<file path="config.mk">
export PLATFORM = sky130hd
export DESIGN_NAME = smpq_cell
export DESIGN_NICKNAME = d
export VERILOG_FILES = /design/src/rtl/smpq_pkg.sv /design/src/rtl/smpq_cell.sv
export SDC_FILE = /design/constraint.sdc
export NUM_CORES = 1
export LEC_CHECK = 0
export BUFFER_PORTS_ARGS = -buffer_cell sky130_fd_sc_hd__buf_2
export CORE_UTILIZATION = 42
export CTS_CLUSTER_SIZE = 16
export DETAILED_ROUTE_END_ITERATION = 8
export GPL_TIMING_DRIVEN = 1
export PLACE_DENSITY = 0.79
export SLEW_MARGIN = 30
export SYNTH_ARGS = -nofsm -noshare
export SYNTH_HDL_FRONTEND = slang
export SYNTH_SLANG_ARGS = --single-unit
</file>
<file path="constraint.sdc">
create_clock -name clk -period 3.05 [get_ports clk]
set_input_delay 0 -clock clk [delete_from_list [all_inputs] [get_ports clk]]
set_output_delay 0 -clock clk [all_outputs]
set_load 0.01 [all_outputs]
</file>
<file path="src/rtl/smpq_pkg.sv">
// ----------------------------------------------------------------------------
// Sorted minimum priority queue package
// Shared constants, codes and the structs broadcast to and passed along the cell chain.
// ----------------------------------------------------------------------------
`default_nettype none

package smpq_pkg;

  localparam int CAPACITY  = 64;
  localparam int KEY_BITS  = 32;
  localparam int OCC_BITS  = 7;

  localparam logic KIND_ENQ = 1'b0;
  localparam logic KIND_DEQ = 1'b1;

  typedef logic signed [KEY_BITS-1:0] key_t;
  typedef logic [OCC_BITS-1:0]        count_t;

  typedef enum logic [1:0] {
    ST_DONE  = 2'd0,
    ST_EMPTY = 2'd1,
    ST_FULL  = 2'd2
  } status_t;

  // Operation broadcast to every cell in the same cycle.
  typedef struct packed {
    logic ins;
    logic del;
    key_t key;
  } cmd_t;

  // What a cell hands to its right-hand neighbour.
  typedef struct packed {
    logic hit;
    key_t key;
  } link_t;

endpackage

`default_nettype wire

</file>
<file path="src/rtl/smpq_cell.sv">
// ----------------------------------------------------------------------------
// Sorted minimum priority queue cell
// Holds one key; on insertion it keeps its key, takes the new key or takes
// its left neighbour's key, and on removal it takes its right neighbour's.
// ----------------------------------------------------------------------------
`default_nettype none

module smpq_cell (
  input  wire logic           clk,
  input  wire smpq_pkg::cmd_t cmd_i,
  input  wire logic           occ_i,
  input  wire smpq_pkg::link_t left_i,
  input  wire smpq_pkg::key_t right_key_i,
  output      smpq_pkg::link_t link_o
);
  import smpq_pkg::*;

  key_t key_r;
  key_t key_nxt;
  logic hit;

  // The cell lies at or beyond the insertion point when it is empty or its
  // key is strictly greater than the new one, so equal keys stay in order.
  assign hit = !occ_i || (key_r > cmd_i.key);

  always_comb begin
    key_nxt = key_r;
    if (cmd_i.ins && hit) begin
      key_nxt = left_i.hit ? left_i.key : cmd_i.key;
    end else if (cmd_i.del) begin
      key_nxt = right_key_i;
    end
  end

  always_ff @(posedge clk) begin
    key_r <= key_nxt;
  end

  assign link_o.hit = hit;
  assign link_o.key = key_r;

endmodule

`default_nettype wire

</file>
==> summary.md, run 1 <==
| Metric | Value |
|---|---|
| Max reg flops | `32` |
| Dominant cells by area after synthesis | `edfxtp_1, mux2_4, ha_1, o21ai_0, nand2_1` |
| Post-synth EDFFs | `32` |
| Total CTS buffers | `5` |
| Fin area | `3611 um^2` |
| Top delay family on crit path | `simple AND/OR/NAND/NOR gates` |
| Slew margin rel. | `0.4110` |
| Setup TNS | `0 ps` |
| Crit path buffers/inverters | `1` |
| Final Setup Violations | `0` |
| Max cap viols | `0` |
| Post-route ant nets | `0` |
| Cts hold-fix bufs | `0` |
| Number of remaining DRC errors | `0` |
| Num rows | `28` |
| Initial DRC Count | `77` |
| Final min period | `slightly below 3000 ps` |
| Core ar. | `between 6000 and 7000 um^2` |
| CP endpoint kind | `register` |
| Diode count | `0` |
| Share of cells above drive strength 1 | `0.4729` |
| GRT Util Overall | `0.1879` |
| Register area | `about 960 um^2` |
| Total grt overflow | `0` |
| Critical path class | `reg -> reg` |
| Async set-reset flop share out of synthesis | `0` |
| Initial core utilization | `0.4454` |
| Critical Path Start | `key_r[27]$_DFFE_PP_` |
| Worst path max stage delay | `around 560 ps` |
| Seq cells post-synth | `32` |
| Filler cells | `around 540` |
| Levels on crit path | `9` |
| Post-Syn Nets | `between 300 and 400` |
| DR pass1 iterations | `4` |
| Layout overhead on the synthesized area | `34.55%` |
| Clock Skew | `between 3 and 4 ps` |
| Die Y | `approximately 82 um` |
| Int Power | `roughly 1300 uW` |
| Area of the multi-input gates | `between 1500 and 2000 um^2` |
| Htree depth | `2` |
| Vias in the first global route | `~2100` |
| Final Hold Violating Endpoints | `0` |
| Post-DP HPWL | `about 5200 um` |
| Final Util | `0.5993` |
| Status | `complete, no violations` |
| I/O pin count | `~130` |
| Clock Sinks | `32` |
| Hold Crit Start | `right_key_i[26]` |
| Worst Tran Pin Value | `around 900 ps` |
| Synth area leader | `edfxtp_1` |
| Clk_lat worst skew | `270 ps` |
| Routed via count | `approximately 2400` |
| Gate Count Post-Synth | `approximately 260` |
| Comb pwr share | `0.432` |
| Synthesized area | `between 2000 and 3000 um^2` |
| CP endpoint | `key_r[27]$_DFFE_PP_` |
| Sequential share of power | `0.358` |
| RSZ-0062 raised after global routing | `no` |
| Clock Tree Buf Depth | `2` |
| CP max FO | `6` |
| Worst Reg-to-Reg Cells | `9` |
| Worst r2r src | `key_r[27]$_DFFE_PP_` |
| P_leak | `around 0.0019 uW` |
| Largest Register | `key_r` |
| Largest net degree at the start of global routing | `64` |
| Reg clk slew, reported paths | `about 70 ps` |
| R2r endpoint | `key_r[27]$_DFFE_PP_` |
| DR vias/cell | `a little over 5` |
| CTS tree | `built` |
| Critical path arrival | `just under 3000 ps` |
| Maximum vdd drop | `around 300 uV` |
| P_sw | `slightly below 600 uW` |
| Routed wire length | `6546 um` |
| Placed inst area | `3435 um^2` |
| Clock Power Share | `0.209` |
| Largest registers | `key_r (32)` |
| Gpl congestion | `approximately 0.80` |
| Fin. max-slew vios | `0` |
| Reg2Reg Setup Slack | `140 ps` |
| Worst Path Required | `~3000 ps` |
| Initial antenna violation count | `0` |
| Sw Share | `0.3194` |
| DR WL/cell | `around 14 um` |
| First-pass GRT wire length | `around 9600 um` |
| Top cell type's share of synthesized area | `0.3580` |
| Top FF cell, synth | `edfxtp_1` |
| Startpoint types | `register` |
| Worst Hold Class | `in -> reg` |
| Achievable Freq | `~340 MHz` |
| Synthesis Warnings | `0` |
| Worst path cell trace | `ha_1 > nand4_1 > or4_4 > nand2b_4 > and3_4 > a2bb2oi_4 > o311ai_4 > buf_4 > mux2_4` |
| Most instantiated library cell after synthesis | `nand2_1` |
| Chip Width | `a little over 80 um` |
| Syn avg cell area | `10.17 um^2` |
| P per Cell Area | `just over 500 nW/um^2` |
| CTS root buf | `clkbuf_8` |
| Library cells used by synthesis | `30` |
| Overall power | `between 1500 and 2000 uW` |
| Die ar. | `about 6700 um^2` |
| Post-synth top cells | `nand2_1, inv_1, o21ai_0` |
| Register area share after synthesis | `0.3580` |
| Slowest cell on crit path | `or4_4` |
| Post-route clock period utilization | `0.9526` |
| # nets final | `between 500 and 600` |
| Port bufs | `~130` |
metal layers:
metal | share of wire | track usage | vias to the layer above
li1 | - | - | 1233
met2 | 0.50 | 0.3380 | 88
met3 | 0.068 | 0.04222 | 4
met4 | 0.0072 | 0.04035 | 0
met1 | 0.42 | 0.2265 | 1093
met5 | 0 | 0 | -
layout by cell type, fill, tap and decap left out, types with 5 or more instances in the layout:
master,count
buf_2,133
nand2_1,40
inv_1,35
o21ai_0,35
ha_1,32
edfxtp_1,32
mux2_4,29
a21oi_1,16
buf_4,9
nand4_1,8
clkbuf_8,5
repair_timing:
action                     in CTS  in global routing
setup endpoints to repair       0                 59
resized for setup               0                  3
buffers inserted                0                  4
worst min path at each step:
| stage | endpoint | slack, ps | depth (start not counted) |
|---|---|---|---|
| 2_1_floorplan | key_r[10]$_DFFE_PP_ | 220 | 1 |
| 3_3_place_gp | key_r[4]$_DFFE_PP_ | 300 | 2 |
| 3_5_place_dp | key_r[18]$_DFFE_PP_ | 300 | 2 |
| 4_1_cts | key_r[26]$_DFFE_PP_ | 20 | 2 |
| 5_1_grt | key_r[26]$_DFFE_PP_ | 20 | 2 |
| 6_report | key_r[26]$_DFFE_PP_ | 20 | 2 |
cell type report:
class,instances,area share
Timing Repair Buffer,143,0.2086
Inverter,35,0.03638
Sequential cell,32,0.2661
Tap cell,75,0.02599
Clock inverter,3,0.01040
Multi-Input combinational cell,188,0.4335
Clock buffer,5,0.01906
power by group through the flow:
stage	combinational (uW)	clock, uW	sequential [uW]
final	805	390	667
after CTS	778	399	668
after floorplan	469	0	716
after detailed placement	774	0	677
after global placement	750	0	671
after global routing	896	415	677
per-stage QoR:
step	hold slack, ps	worst slack, ps	instances
after floorplan	217.9	31.37	264
after global placement	301.5	126.9	467
after detailed placement	303.9	14.96	467
after CTS	16.17	5.907	475
after global routing	15.01	51.98	481
final	21.05	144.6	481
kinds of logic after synthesis:
kind of cell             Yosys count  synth area share
adder cells (fa/ha/maj)           32            0.1492
flip-flops                        32            0.3580
AND/OR/NAND/NOR                   61            0.1086
buffers and inverters             46           0.07459
multiplexers                      33            0.1790
AO/OA/AOI/OAI                     60            0.1305
No activity file was read; power rests on OpenSTA's default activity.
==> run 2, diff against run 1 <==
==> constraint.sdc (replaced) <==
create_clock -name clk -period 3.05 [get_ports clk]
set_input_delay 0.4575 -clock clk [delete_from_list [all_inputs] [get_ports clk]]
set_output_delay 0.4575 -clock clk [all_outputs]
set_load 0.01 [all_outputs]
==> summary.md, run 2 (same netlist as run 1, synthesis figures left out) <==
| Metric | Value |
|---|---|
| Critical path class | `reg -> out` |
| Setup TNS | `0 ps (unchanged)` |
| Cts hold-fix bufs | `0 (unchanged)` |
| Reg2Reg Setup Slack | `120 ps (-20 ps)` |
| DR pass1 iterations | `4 (unchanged)` |
| Area of the multi-input gates | `1597 um^2 (+2.0%)` |
| First-pass GRT wire length | `10010 um (+4.3%)` |
| Clk_lat worst skew | `280 ps (about the same)` |
| Total grt overflow | `0 (unchanged)` |
| Register area | `960.9 um^2 (unchanged)` |
| Chip Width | `81.94 um (unchanged)` |
| Initial core utilization | `0.4454 (unchanged)` |
| Final Setup Violations | `0 (unchanged)` |
| Largest Register | `key_r` |
| Worst Reg-to-Reg Cells | `8 (-1)` |
| P per Cell Area | `497.0 nW/um^2 (-3.6%)` |
| # nets final | `536 (-0.37%)` |
| Worst Path Required | `2590 ps (-490 ps)` |
| Layout overhead on the synthesized area | `35.29%` |
| Initial antenna violation count | `0 (unchanged)` |
| Placed Instances | `467 (unchanged)` |
| Met1 wire length | `2768 um (+0.18%)` |
| I/O pin count | `134 (unchanged)` |
| CP endpoint | `link_o[32]` |
| Worst r2r src | `key_r[27]$_DFFE_PP_` |
| Met2 Wirelength | `3419 um (+3.9%)` |
| Die ar. | `6713 um^2 (unchanged)` |
| Initial DRC Count | `90 (+17%)` |
| GRT Util Overall | `0.1969 (+0.008973)` |
| Port bufs | `133 (unchanged)` |
| Reg clk slew, reported paths | `70 ps (about the same)` |
| DR WL/cell | `13.82 um (+1.5%)` |
| Met3 WL | `270 um (-39%)` |
| Largest registers | `key_r (32)` |
| Max reg flops | `32 (unchanged)` |
| Slew margin rel. | `0.6488 (+0.2378)` |
| Post-DP HPWL | `5214 um (+0.59%)` |
| Commonest non-fill, non-tap cell in the layout | `buf_2` |
| Diode count | `0 (unchanged)` |
| Achievable Freq | `336.4 MHz (-2.3%)` |
| DR vias/cell | `4.965 (-1.2%)` |
| CP endpoint kind | `output port` |
| Worst path cell trace | `ha_4 > nand4_1 > or4_4 > a21oi_2 > nor3_1 > o21a_1 > a21bo_2 > buf_2` |
| Most frequent cells in the layout | `buf_2, nand2_1, inv_1, o21ai_0, edfxtp_1` |
| Startpoint types | `register` |
| Share of cells above drive strength 1 | `0.4827 (+0.009767)` |
| Worst Hold Class | `in -> reg` |
| Post-route clock period utilization | `0.9746 (+0.02200)` |
| Final Hold Violating Endpoints | `0 (unchanged)` |
| Num rows | `28 (unchanged)` |
| Largest net degree at the start of global routing | `64 (unchanged)` |
| Worst Tran Pin Value | `526.8 ps (-356.7 ps)` |
| Clock Tree Buf Depth | `2 (unchanged)` |
| P_leak | `0.001870 uW (-0.49%)` |
| Worst path max stage delay | `590 ps (+30 ps)` |
| Final min period | `2973 ps (+67.11 ps)` |
| Total CTS buffers | `5 (unchanged)` |
| Max layer used | `met4` |
| Core ar. | `6026 um^2 (unchanged)` |
| Overall power | `1805 uW (-3.0%)` |
| Critical Path Start | `key_r[27]$_DFFE_PP_` |
| Status | `complete, no violations` |
| Max cap viols | `0 (unchanged)` |
| Critical path arrival | `2520 ps (-410 ps)` |
| CTS tree | `built` |
| Clock Skew | `5.470 ps (+1.513 ps)` |
| Layout Cells excl Fill | `479 (-0.42%)` |
| Post-route ant nets | `0 (unchanged)` |
| Clock Sinks | `32 (unchanged)` |
| Filler cells | `526 (-2.4%)` |
| WHS | `473.9 ps (+452.8 ps)` |
| CP max FO | `3 (-3)` |
| Die Y | `81.94 um (unchanged)` |
| Gpl congestion | `0.7832 (-2.6%)` |
| R2r endpoint | `key_r[3]$_DFFE_PP_` |
| CTS root buf | `clkbuf_8` |
| Fin. max-slew vios | `0 (unchanged)` |
| Final Util | `0.6026 (+0.003323)` |
| Vias in the first global route | `2289 (+6.9%)` |
| Slowest cell on crit path | `or4_4` |
| Routed wire length | `6619 um (+1.1%)` |
| Maximum vdd drop | `231.3 uV (-25%)` |
| Routed via count | `2378 (-1.7%)` |
| Htree depth | `2 (unchanged)` |
| Number of remaining DRC errors | `0 (unchanged)` |
-- run 2: how the worst min path moves through the flow --
stage | startpoint | to | slack, ps | cells after the start
2_1_floorplan | right_key_i[10] | key_r[10]$_DFFE_PP_ | 680 | 1
3_5_place_dp | right_key_i[21] | key_r[21]$_DFFE_PP_ | 760 | 2
5_1_grt | right_key_i[29] | key_r[29]$_DFFE_PP_ | 470 | 2
4_1_cts | right_key_i[21] | key_r[21]$_DFFE_PP_ | 460 | 2
6_report | right_key_i[18] | key_r[18]$_DFFE_PP_ | 470 | 2
3_3_place_gp | right_key_i[19] | key_r[19]$_DFFE_PP_ | 760 | 2
-- run 2: critical path, delay by kind of cell, from the launching register on --
family | cells | cell delay (ps)
and+or+nand+nor | 3 | 810
buffers and inverters | 1 | 140
adders and majority gates | 1 | 310
DFF | 1 | 440
AOI/OAI and AO/OA | 3 | 530
-- run 2: routing by layer --
metal  vias to the layer above  GRT usage
met4                         0    0.07719
met2                        74     0.3587
li1                       1219          -
met3                        14    0.03111
met1                      1071     0.2280
met5                         -          0
-- run 2: cell type report --
cell class / instances / share of cell area
clock buffer: 7 / 0.02102
clock inverter: 1 / 0.001034
inverter: 35 / 0.03618
multi-input combinational: 186 / 0.4397
sequential: 32 / 0.2646
tap: 75 / 0.02584
timing repair buffer: 143 / 0.2116
-- run 2: power by group --
group / internal, uW / total [uW] / switching [uW]
registers: 615 / 672 / 57.0
clock network: 159 / 311 / 152
logic: 428 / 822 / 394
-- run 2: what timing repair did --
item / in CTS / in global routing
gates resized for setup: 1 / 6
endpoints found under the setup margin: 1 / 33
setup buffers: 0 / 4
pin swaps: 0 / 5
endpoints found under the hold margin: 0 / 0
-- run 2: metrics by stage --
| step | worst slack, ps | instance area [um^2] |
|---|---|---|
| after global placement | 81.35 | 3460 |
| final | 77.49 | 3631 |
| after global routing | -7.671 | 3631 |
| after detailed placement | -31.38 | 3460 |
| after floorplan | 64.38 | 2699 |
| after CTS | 2.275 | 3545 |
==> run 3, diff against run 2 <==
CORE_MARGIN = 1.5   (was not set)
GPL_TIMING_DRIVEN = 0   (was 1)
==> summary.md, run 3 (same netlist as run 1, synthesis figures left out) <==
| Metric | Value |
|---|---|
| Status | `complete, no violations` |
| Filler cells | `513 (-2.5%)` |
| Vias in the first global route | `2577 (+13%)` |
| Post-route setup slack | `82.88 ps (+5.388 ps)` |
| Clock Skew | `2.936 ps (-2.534 ps)` |
| Diode count | `0 (unchanged)` |
| Initial antenna violation count | `0 (unchanged)` |
| GRT Util Overall | `0.2113 (+0.01443)` |
| Cts hold-fix bufs | `0 (unchanged)` |
| Commonest non-fill, non-tap cell in the layout | `buf_2` |
| Top delay family on crit path | `simple AND/OR/NAND/NOR gates` |
| Final Setup Violations | `0 (unchanged)` |
| Routed via count | `2503 (+5.3%)` |
| Core ar. | `6061 um^2 (+0.58%)` |
| I/O pin count | `134 (unchanged)` |
| CP endpoint kind | `register` |
| DR WL/cell | `15.45 um (+12%)` |
| Final Hold Violating Endpoints | `0 (unchanged)` |
| Routed wire length | `7539 um (+14%)` |
| Worst Path Required | `3080 ps (+490 ps)` |
| CTS root buf | `clkbuf_8` |
| Clock Tree Buf Depth | `2 (unchanged)` |
| Post-route clock period utilization | `0.9728 (-0.001767)` |
| Slew margin rel. | `0.6294 (-0.01938)` |
| Worst Hold Class | `in -> reg` |
| P_leak | `0.001887 uW (+0.91%)` |
| Gpl congestion | `0.8149 (+4.0%)` |
| P per Cell Area | `502.1 nW/um^2 (+1.0%)` |
| Pre-CTS setup slack | `-300.4 ps (-269.0 ps)` |
| Num rows | `28 (unchanged)` |
| Die ar. | `6878 um^2 (+2.5%)` |
| CTS tree | `built` |
| Final min period | `2967 ps (-5.389 ps)` |
| Largest registers | `key_r (32)` |
| Most frequent cells in the layout | `buf_2, nand2_1, inv_1` |
| Port bufs | `132 (-0.75%)` |
| Initial DRC Count | `123 (+37%)` |
| Largest net degree at the start of global routing | `17 (-73%)` |
| Worst path cell trace | `ha_1 > nand4_1 > or4_4 > nand2b_4 > and3_4 > a2bb2oi_2 > o311ai_4 > buf_4 > mux2_4` |
| Chip Width | `82.94 um (+1.2%)` |
| Fin. max-slew vios | `0 (unchanged)` |
| Share of cells above drive strength 1 | `0.4818 (-0.0008331)` |
| Layout overhead on the synthesized area | `37.20%` |
| Fin area | `3682 um^2 (+1.4%)` |
| Post-route ant nets | `0 (unchanged)` |
| Crit path buffers/inverters | `1 (unchanged)` |
| Placed inst area | `3453 um^2 (-0.18%)` |
| DR pass1 iterations | `4 (unchanged)` |
| Max cap viols | `0 (unchanged)` |
| Number of remaining DRC errors | `0 (unchanged)` |
| Htree depth | `2 (unchanged)` |
| Achievable Freq | `337.0 MHz (+0.18%)` |
| # nets final | `545 (+1.7%)` |
| Clock Sinks | `32 (unchanged)` |
| Slowest cell on crit path | `or4_4` |
| Maximum vdd drop | `229.9 uV (-0.58%)` |
| Max reg flops | `32 (unchanged)` |
| Post-DP HPWL | `5564 um (+6.7%)` |
| Die Y | `82.94 um (+1.2%)` |
| Total CTS buffers | `5 (unchanged)` |
| Clk_lat worst skew | `280 ps (about the same)` |
| Worst Tran Pin Value | `555.9 ps (+29.07 ps)` |
| Largest Register | `key_r` |
| First-pass GRT wire length | `11900 um (+19%)` |
| Critical path arrival | `3000 ps (+480 ps)` |
| Worst path max stage delay | `570 ps (-20 ps)` |
| Initial core utilization | `0.4428 (-0.002575)` |
| Critical path class | `reg -> reg` |
| CP max FO | `6 (+3)` |
| Total grt overflow | `0 (unchanged)` |
| DR vias/cell | `5.129 (+3.3%)` |
| Reg clk slew, reported paths | `70 ps (about the same)` |
| Startpoint types | `register` |
-- run 3: changes by cell type in the layout (fill, tap and decap cells not counted), sizes merged --
cell	delta
clkbuf	+6
or2	+3
-- run 3: where the power goes --
part	internal (uW)	switching [uW]	total, uW
Combinational	440	419	859
Clock	159	160	319
Sequential	614	56.9	671
Total	1210	636	1850
-- run 3: final timing paths --
| kind | endpoint | slack [ps] | start | cells past startpoint |
|---|---|---|---|---|
| worst min register to register | key_r[24]$_DFFE_PP_ | 1220 | key_r[31]$_DFFE_PP_ | 4 |
| worst min-delay path | key_r[16]$_DFFE_PP_ | 470 | right_key_i[16] | 2 |
| worst max-delay path | key_r[26]$_DFFE_PP_ | 80 | key_r[27]$_DFFE_PP_ | 9 |
| worst max register to register | key_r[26]$_DFFE_PP_ | 80 | key_r[27]$_DFFE_PP_ | 9 |
-- run 3: what timing repair did --
item	CTS	global route
resized for setup	9	7
pin swaps	9	5
gates cloned	1	3
endpoints found under the setup margin	33	62
buffers inserted	2	4
-- run 3: metrics by stage --
stage	setup TNS, ps	hold slack [ps]	power, uW	cells	util
after detailed placement	-12520	761.1	1460	471	0.5698
after CTS	-21.10	468.8	1806	481	0.5943
after floorplan	0	675.4	1190	264	-
after global placement	-11090	759.7	1433	471	0.5698
final	0	474.0	1849	488	0.6076
after global routing	-1908	468.3	1965	488	0.6076
-- run 3: cell type report --
cell class                      instances  area (um^2)  area share
Timing Repair Buffer                  139        719.4      0.1954
Sequential cell                        32        960.9      0.2610
Tap cell                               75        93.84     0.02548
Inverter                               35        131.4     0.03568
Buffer                                 10        61.31     0.01665
Multi-Input combinational cell        189         1635      0.4441
Clock buffer                            7        76.32     0.02073
Clock inverter                          1        3.754    0.001019
-- run 3: worst reg2reg max path: cells and delay by family, from the launching register on --
family / cells / cell delay, ps
AND/OR/NAND/NOR: 4 / 1090
multiplexers: 1 / 310
flip-flops: 1 / 390
buffers and inverters: 1 / 240
AO/OA/AOI/OAI: 2 / 350
adder cells (fa/ha/maj): 1 / 340
-- run 3: routing by layer --
metal / up-vias / track usage / routed length, um
met5: - / 0 / 0
met4: 0 / 0.06212 / 108
met3: 8 / 0.02883 / 315
met2: 79 / 0.3851 / 3912
met1: 1174 / 0.2581 / 3204
li1: 1242 / - / -
